`config.mk`:
```
export PLATFORM = sky130hd
export DESIGN_NAME = tof_range_frame_parser_unit
export DESIGN_NICKNAME = d
export VERILOG_FILES = /design/src/sv/tofrfp_pkg.sv /design/src/sv/tof_range_frame_parser_unit.sv
export SDC_FILE = /design/constraint.sdc
export NUM_CORES = 1
export LEC_CHECK = 0
export ABC_CLOCK_PERIOD_IN_PS = 5000
export BUFFER_PORTS_ARGS = -buffer_cell sky130_fd_sc_hd__clkbuf_2
export CORE_UTILIZATION = 55
export CTS_CLUSTER_DIAMETER = 150
export DETAILED_ROUTE_END_ITERATION = 7
export HOLD_SLACK_MARGIN = 0.05
export PLACE_DENSITY = 0.76
export SETUP_SLACK_MARGIN = 0.15
export SLEW_MARGIN = 20
export SYNTH_ARGS = -nofsm -noshare
export SYNTH_HDL_FRONTEND = slang
export SYNTH_SLANG_ARGS = --single-unit
```
`constraint.sdc`:
```
create_clock -name clk_i -period 5 [get_ports clk_i]
set_clock_uncertainty 0.2 [all_clocks]
set_input_delay 0.25 -clock clk_i [delete_from_list [all_inputs] [get_ports clk_i]]
set_output_delay 0.25 -clock clk_i [all_outputs]
set_load 0.01 [all_outputs]
```
`src/sv/tofrfp_pkg.sv`:
```
// Package with the frame constants, codes and types of the rangefinder frame parser.
package tofrfp_pkg;

  localparam int unsigned ByteW   = 8;
  localparam int unsigned DistW   = 16;
  localparam int unsigned StatW   = 4;
  localparam int unsigned CodeW   = 2;
  localparam int unsigned CfgIdxW = 2;

  localparam logic [ByteW-1:0] HdrByte  = 8'h5A;
  localparam logic [ByteW-1:0] TypeByte = 8'h15;
  localparam logic [ByteW-1:0] LenByte  = 8'h03;

  localparam logic [DistW-1:0] MinDistReset = 16'd50;
  localparam logic [DistW-1:0] MaxDistReset = 16'd4000;

  // Configuration register indexes.
  localparam logic [CfgIdxW-1:0] CfgMinDist = 2'd0;
  localparam logic [CfgIdxW-1:0] CfgMaxDist = 2'd1;

  // Position inside the 8-byte frame: the byte expected next.
  typedef enum logic [2:0] {
    POS_HDR0 = 3'd0,
    POS_HDR1 = 3'd1,
    POS_TYPE = 3'd2,
    POS_LEN  = 3'd3,
    POS_DHI  = 3'd4,
    POS_DLO  = 3'd5,
    POS_STAT = 3'd6,
    POS_CSUM = 3'd7
  } frame_pos_e;

  typedef enum logic [CodeW-1:0] {
    CODE_OK         = 2'd0,
    CODE_CSUM_ERR   = 2'd1,
    CODE_UNRELIABLE = 2'd2,
    CODE_OUT_WINDOW = 2'd3
  } frame_code_e;

endpackage

```
`src/sv/tof_range_frame_parser_unit.sv`:
```
// Top level of the rangefinder frame parser: byte register, frame tracker and result register.
// A frame's checksum byte passes the byte register, then its result goes into the result register.
// Throughput: one received byte per cycle while the result register does not stall a frame.
// While a result waits on out_ready_i, bytes are still taken up to the next checksum byte.
// Reset (rst_ni low, asynchronous): frame hunt restarts, both stages empty,
// min_distance returns to 50 mm and max_distance to 4000 mm.
module tof_range_frame_parser_unit (
  input  logic                            clk_i,
  input  logic                            rst_ni,
  // Received byte channel.
  input  logic                            in_valid_i,
  output logic                            in_ready_o,
  input  logic [tofrfp_pkg::ByteW-1:0]    rx_byte_i,
  // Result channel.
  output logic                            out_valid_o,
  input  logic                            out_ready_i,
  output logic [tofrfp_pkg::DistW-1:0]    distance_mm_o,
  output logic [tofrfp_pkg::StatW-1:0]    range_status_o,
  output logic [tofrfp_pkg::CodeW-1:0]    frame_code_o,
  // Configuration write channel.
  input  logic                            cfg_valid_i,
  output logic                            cfg_ready_o,
  input  logic [tofrfp_pkg::CfgIdxW-1:0]  cfg_index_i,
  input  logic [tofrfp_pkg::DistW-1:0]    cfg_data_i
);

  // Configuration registers. Writes are always taken; an index beyond the
  // register list is simply dropped.
  logic [tofrfp_pkg::DistW-1:0] min_dist_q, min_dist_d;
  logic [tofrfp_pkg::DistW-1:0] max_dist_q, max_dist_d;

  assign cfg_ready_o = 1'b1;

  always_comb begin
    min_dist_d = min_dist_q;
    max_dist_d = max_dist_q;
    if (cfg_valid_i) begin
      unique case (cfg_index_i)
        tofrfp_pkg::CfgMinDist: min_dist_d = cfg_data_i;
        tofrfp_pkg::CfgMaxDist: max_dist_d = cfg_data_i;
        default: ;
      endcase
    end
  end

  always_ff @(posedge clk_i or negedge rst_ni) begin
    if (!rst_ni) begin
      min_dist_q <= tofrfp_pkg::MinDistReset;
      max_dist_q <= tofrfp_pkg::MaxDistReset;
    end else begin
      min_dist_q <= min_dist_d;
      max_dist_q <= max_dist_d;
    end
  end

  // Input stage: one received byte waits here for the frame tracker.
  logic                         byte_valid_q, byte_valid_d;
  logic [tofrfp_pkg::ByteW-1:0] byte_q;

  // Frame tracker state.
  tofrfp_pkg::frame_pos_e       pos_q, pos_d;
  logic [tofrfp_pkg::ByteW-1:0] sum_q, sum_d;

  // Captured frame fields. They are always written before the checksum byte
  // arrives, so they need no reset.
  logic [tofrfp_pkg::ByteW-1:0] dist_hi_q, dist_hi_d;
  logic [tofrfp_pkg::ByteW-1:0] dist_lo_q, dist_lo_d;
  logic [tofrfp_pkg::StatW-1:0] status_q, status_d;

  // Result register.
  logic                         out_valid_q, out_valid_d;
  logic [tofrfp_pkg::DistW-1:0] dist_out_q;
  logic [tofrfp_pkg::StatW-1:0] status_out_q;
  tofrfp_pkg::frame_code_e      code_out_q;

  logic                         frame_done;
  logic                         stall;
  logic                         advance;
  logic                         restart_hdr;
  logic [tofrfp_pkg::DistW-1:0] frame_dist;
  tofrfp_pkg::frame_code_e      code;

  // A byte in the input stage only has to wait when it completes a frame and
  // the result register still holds a result that has not been taken.
  assign frame_done = byte_valid_q && (pos_q == tofrfp_pkg::POS_CSUM);
  assign stall      = frame_done && out_valid_q && !out_ready_i;
  assign advance    = byte_valid_q && !stall;
  assign in_ready_o = !byte_valid_q || !stall;

  always_comb begin
    byte_valid_d = byte_valid_q;
    if (in_ready_o) begin
      byte_valid_d = in_valid_i;
    end
  end

  // A wrong type or length byte restarts the hunt; if it is itself a header
  // byte it already counts as the first byte of the next frame.
  assign restart_hdr = (byte_q == tofrfp_pkg::HdrByte);

  // Next-state logic of the frame tracker.
  always_comb begin
    pos_d     = pos_q;
    sum_d     = sum_q;
    dist_hi_d = dist_hi_q;
    dist_lo_d = dist_lo_q;
    status_d  = status_q;
    if (advance) begin
      unique case (pos_q)
        tofrfp_pkg::POS_HDR0: begin
          if (byte_q == tofrfp_pkg::HdrByte) begin
            pos_d = tofrfp_pkg::POS_HDR1;
            sum_d = byte_q;
          end
        end
        tofrfp_pkg::POS_HDR1: begin
          // A wrong second header byte is not taken as a new first one.
          if (byte_q == tofrfp_pkg::HdrByte) begin
            pos_d = tofrfp_pkg::POS_TYPE;
            sum_d = sum_q + byte_q;
          end else begin
            pos_d = tofrfp_pkg::POS_HDR0;
            sum_d = '0;
          end
        end
        tofrfp_pkg::POS_TYPE: begin
          if (byte_q == tofrfp_pkg::TypeByte) begin
            pos_d = tofrfp_pkg::POS_LEN;
            sum_d = sum_q + byte_q;
          end else if (restart_hdr) begin
            pos_d = tofrfp_pkg::POS_HDR1;
            sum_d = byte_q;
          end else begin
            pos_d = tofrfp_pkg::POS_HDR0;
            sum_d = '0;
          end
        end
        tofrfp_pkg::POS_LEN: begin
          if (byte_q == tofrfp_pkg::LenByte) begin
            pos_d = tofrfp_pkg::POS_DHI;
            sum_d = sum_q + byte_q;
          end else if (restart_hdr) begin
            pos_d = tofrfp_pkg::POS_HDR1;
            sum_d = byte_q;
          end else begin
            pos_d = tofrfp_pkg::POS_HDR0;
            sum_d = '0;
          end
        end
        tofrfp_pkg::POS_DHI: begin
          dist_hi_d = byte_q;
          pos_d     = tofrfp_pkg::POS_DLO;
          sum_d     = sum_q + byte_q;
        end
        tofrfp_pkg::POS_DLO: begin
          dist_lo_d = byte_q;
          pos_d     = tofrfp_pkg::POS_STAT;
          sum_d     = sum_q + byte_q;
        end
        tofrfp_pkg::POS_STAT: begin
          status_d = byte_q[tofrfp_pkg::ByteW-1 -: tofrfp_pkg::StatW];
          pos_d    = tofrfp_pkg::POS_CSUM;
          sum_d    = sum_q + byte_q;
        end
        tofrfp_pkg::POS_CSUM: begin
          pos_d = tofrfp_pkg::POS_HDR0;
          sum_d = '0;
        end
      endcase
    end
  end

  // Output logic: classify the completed frame. The checks run in priority
  // order: checksum, then status reliability, then the distance window. An
  // empty window (min above max) rejects every distance.
  assign frame_dist = {dist_hi_q, dist_lo_q};

  always_comb begin
    if (sum_q != byte_q) begin
      code = tofrfp_pkg::CODE_CSUM_ERR;
    end else if (status_q != '0) begin
      code = tofrfp_pkg::CODE_UNRELIABLE;
    end else if ((frame_dist < min_dist_q) || (frame_dist > max_dist_q)) begin
      code = tofrfp_pkg::CODE_OUT_WINDOW;
    end else begin
      code = tofrfp_pkg::CODE_OK;
    end
  end

  always_comb begin
    out_valid_d = out_valid_q;
    if (frame_done && !stall) begin
      out_valid_d = 1'b1;
    end else if (out_ready_i) begin
      out_valid_d = 1'b0;
    end
  end

  always_ff @(posedge clk_i or negedge rst_ni) begin
    if (!rst_ni) begin
      byte_valid_q <= 1'b0;
      pos_q        <= tofrfp_pkg::POS_HDR0;
      sum_q        <= '0;
      out_valid_q  <= 1'b0;
    end else begin
      byte_valid_q <= byte_valid_d;
      pos_q        <= pos_d;
      sum_q        <= sum_d;
      out_valid_q  <= out_valid_d;
    end
  end

  // Payload registers carry no reset.
  always_ff @(posedge clk_i) begin
    if (in_valid_i && in_ready_o) begin
      byte_q <= rx_byte_i;
    end
    dist_hi_q <= dist_hi_d;
    dist_lo_q <= dist_lo_d;
    status_q  <= status_d;
    if (frame_done && !stall) begin
      dist_out_q   <= frame_dist;
      status_out_q <= status_q;
      code_out_q   <= code;
    end
  end

  assign out_valid_o    = out_valid_q;
  assign distance_mm_o  = dist_out_q;
  assign range_status_o = status_out_q;
  assign frame_code_o   = code_out_q;

endmodule

```
==> flow_metrics.env <==
export IMPL_largest_net_degree_at_the_start_of_global_routing=46
export IMPL_final_cell_mix="clkbuf_2 (54), edfxtp_1 (50), inv_1 (41), ha_1 (38), dfrtp_1 (36)"
export IMPL_share_of_synthesized_cell_area_in_full_adder_half_adder_and_majority_cells=0.108
export IMPL_num_io_pins=56
export IMPL_final_period_utilization=0.472
export IMPL_final_max_slew_viol_count=0
export IMPL_timing_critical_path_arrival_ps=2270
export IMPL_synth_area_sq_um=4590
export IMPL_ys_dominant_reg_cell="edfxtp_1"
export IMPL_post_drt_via_cell_ratio=5.56
export IMPL_worst_slew_margin_relative_to_its_limit=0.333
export IMPL_max_vdd_ir_drop_v=0.000191
export IMPL_grt_pass1_wl_um=15300
export IMPL_final_critical_path_setup_slack_ps=2640
export IMPL_totalWireLength_um=9320
export IMPL_die_y_um=93.4
export IMPL_initial_antenna_violation_count=0
export IMPL_synth_yosys_seq_area_share=0.575
export IMPL_floorplan_rows=32
export IMPL_avgSynthCellArea_sq_um=12.2
export IMPL_placement_io_buffers=54
export IMPL_drive_above_1_share=0.245
export IMPL_finalCriticalPeriod_ps=2360
export IMPL_postSynthRegisterBits=95
export IMPL_ant_nets=0
export IMPL_run_status="completed"
export IMPL_synth_compound_area_frac=0.111
export IMPL_postSynthNetCount=445
export IMPL_yosys_mux_area_fraction=0.0439
export IMPL_grt_usage=0.237
export IMPL_path_max_fanout=2
export IMPL_cts_clk_slew_worst_paths_ps=80
export IMPL_synth_xor_area_frac=0.0134
export IMPL_holdWs_ps=204
export IMPL_post_layout_nets=530
export IMPL_routed_via_count=3151
export IMPL_rsz0062_at_grt="false"
export IMPL_design_die_area_sq_um=8720
export IMPL_clk_insertion_delay_late_ps=370
export IMPL_clock_tree_htree_level_count=3
export IMPL_cp_data_required_time_ps=4910
export IMPL_post_route_drc_count=0
export IMPL_fmax_mhz=424
export IMPL_simple_logic_cell_fraction_of_the_synthesized_area=0.102
export IMPL_ff2ff_path_depth=8
export IMPL_clock_tree_root_cell="clkbuf_8"
export IMPL_use_met3=0.0317
export IMPL_yosysWarnings=0
export IMPL_most_used_routing_layer_in_global_routing="met2"
export IMPL_worstHoldPathType="primary input to flop"
export IMPL_floorplan_initialDensity=0.582
export IMPL_fillerInstances=565
export IMPL_leakagePower_nw=2.30
export IMPL_number_of_drc_markers_in_iteration_0=94
export IMPL_routed_wire_length_per_instance_um=16.4
export IMPL_grt_overflow_total=0
export IMPL_antennaDiodeCount=0
export IMPL_grt_use_met1=0.284
export IMPL_commonest_non_fill_non_tap_cell_in_the_layout="clkbuf_2"
export IMPL_detailedPlacementHpwl_um=6650
export IMPL_synth_distinct_cells=59
export IMPL_cts_tree="built"
export IMPL_crit_path_end_kind="flop"
export IMPL_setup_viol=0
export IMPL_clock_sinks=95
export IMPL_core_region_area_sq_um=7890
export IMPL_finalSetupTns_ps=0
export IMPL_via_count_of_the_first_global_routing_pass=3277
export IMPL_routabilityCongestion=0.893
export IMPL_clock_tree_buffer_depth=2
export IMPL_final_hold_violation_count=0
export IMPL_path_class="flop to flop"
export IMPL_post_dp_cell_area_sq_um=4950
export IMPL_maxCapViolations=0
export IMPL_clock_buffers_created_by_tritoncts=9
export IMPL_synth_enable_flop_cells=50
export IMPL_worstSetupStartpointType="flop"
export IMPL_postLayoutCellArea_sq_um=5400
export IMPL_hold_depth=5
export IMPL_met2_demand_to_capacity_share_in_global_routing=0.422
export IMPL_power_density_nw_per_um2=327
export IMPL_combinational_family_with_the_most_area_after_synthesis="compound AO/OA/AOI/OAI gates"
export IMPL_preCtsSetupSlack_ps=2660
export IMPL_drt_pass1_iter_count=4
export IMPL_slew_at_the_pin_closest_to_its_max_slew_limit_ps=1000
export IMPL_synthArstFlopShare=0.474
export IMPL_chipWidth_um=93.4
export IMPL_area_growth_pct=17.6
export IMPL_synthCells=375
area by class of cell:
cell class              instances  area (sq um)  share of cell area
flip-flops and latches         95          2640               0.489
multi-input cells             230          1750               0.324
repair buffers                 83           556               0.103
inverters                      41           154              0.0285
clock buffers                  10           138              0.0255
well taps                     102           128              0.0236
clock inverters                 6          36.3             0.00672
critical path, stage by stage (launching register included):
cell and delay, ps:
dfstp_2 540, inv_1 40, ha_1 290, a21o_1 170
nand3_1 80, a21oi_1 70, a2111o_1 390, a22oi_1 220
a21oi_1 100
Yosys cell counts, types with 2 or more instances:
cell type	instances	area share
nand3b_1	2	0.0033
nand2b_1	2	0.0027
clkbuf_1	3	0.0025
or2_2	2	0.0027
edfxtp_1	50	0.33
o211ai_1	2	0.0033
nor3_1	5	0.0055
dfrtp_1	36	0.20
o21ai_0	21	0.023
xor2_1	2	0.0038
a21o_1	6	0.0098
a21oi_1	19	0.021
nor4_1	3	0.0041
o22ai_1	3	0.0041
nor2b_1	3	0.0041
nand4_1	8	0.011
dfstp_2	9	0.052
o21a_1	2	0.0033
buf_2	3	0.0033
nand3_1	13	0.014
nor3b_1	2	0.0033
nor2_1	15	0.012
a31oi_1	2	0.0027
xnor2_1	5	0.0095
ha_1	38	0.10
nand2_2	2	0.0027
mux2_2	17	0.042
inv_1	41	0.034
nand2_1	27	0.022
o21bai_1	2	0.0033
a211oi_1	2	0.0033
final timing paths:
| path | slack [ps] | to | startpoint |
|---|---|---|---|
| hold reg to reg | 290 | range_status_o[0]$_DFFE_PP_ | status_q[0]$_DFFE_PP_ |
| min in group asynchronous | 310 | min_dist_q[0]$_DFFE_PN0P_ | rst_ni |
| setup reg to reg | 2640 | frame_code_o[1]$_SDFFCE_PP0P_ | max_dist_q[9]$_DFFE_PN1P_ |
| hold / removal | 200 | min_dist_q[1]$_DFFE_PN1P_ | cfg_index_i[1] |
| setup / recovery | 2640 | frame_code_o[1]$_SDFFCE_PP0P_ | max_dist_q[9]$_DFFE_PN1P_ |
| max in group asynchronous | 3900 | sum_q[1]$_DFFE_PN0P_ | rst_ni |
routing by layer:
metal | wire length (um) | up-vias | share of wire
met2 | 4760 | 99 | 0.51
met3 | 427 | 16 | 0.046
met5 | 0 | - | 0
li1 | - | 1524 | -
met1 | 3920 | 1512 | 0.42
met4 | 216 | 0 | 0.023
stage by stage:
step                cells  total power, mW   util
finish                567             1.76  0.684
global route          567             1.85  0.684
CTS                   567             1.77  0.684
detailed placement    524             1.30  0.628
global placement      524             1.28  0.628
floorplan             375             1.21      -
kinds of logic (layout without fill, tap and decap cells):
group / after synthesis / in the layout
other: 1 / 1
XOR/XNOR: 7 / 7
flip-flops: 95 / 95
buffers and inverters: 50 / 140
AND/OR/NAND/NOR: 90 / 90
AO/OA/AOI/OAI: 75 / 75
multiplexers: 18 / 18
adder cells (fa/ha/maj): 39 / 39
timing repair:
item                      4_1_cts  5_1_grt
resized for setup               0        0
hold buffers                   27        0
setup buffers                   0        0
hold endpoints to repair       78        0
flip-flops by register name, summed over array words and instances, names as in the netlist:
register	flops
distance_mm_o	16
max_dist_q	16
min_dist_q	16
byte_q	8
dist_hi_q	8
dist_lo_q	8
sum_q	8
range_status_o	4
status_q	4
pos_q	3
frame_code_o	2
byte_valid_q	1
out_valid_o	1
power breakdown:
part	leakage, nW	internal (mW)	switching, mW
combinational	1.23	0.171	0.192
clock	0.0817	0.191	0.263
sequential	0.989	0.901	0.0463
(Power assumes the default switching activity.)
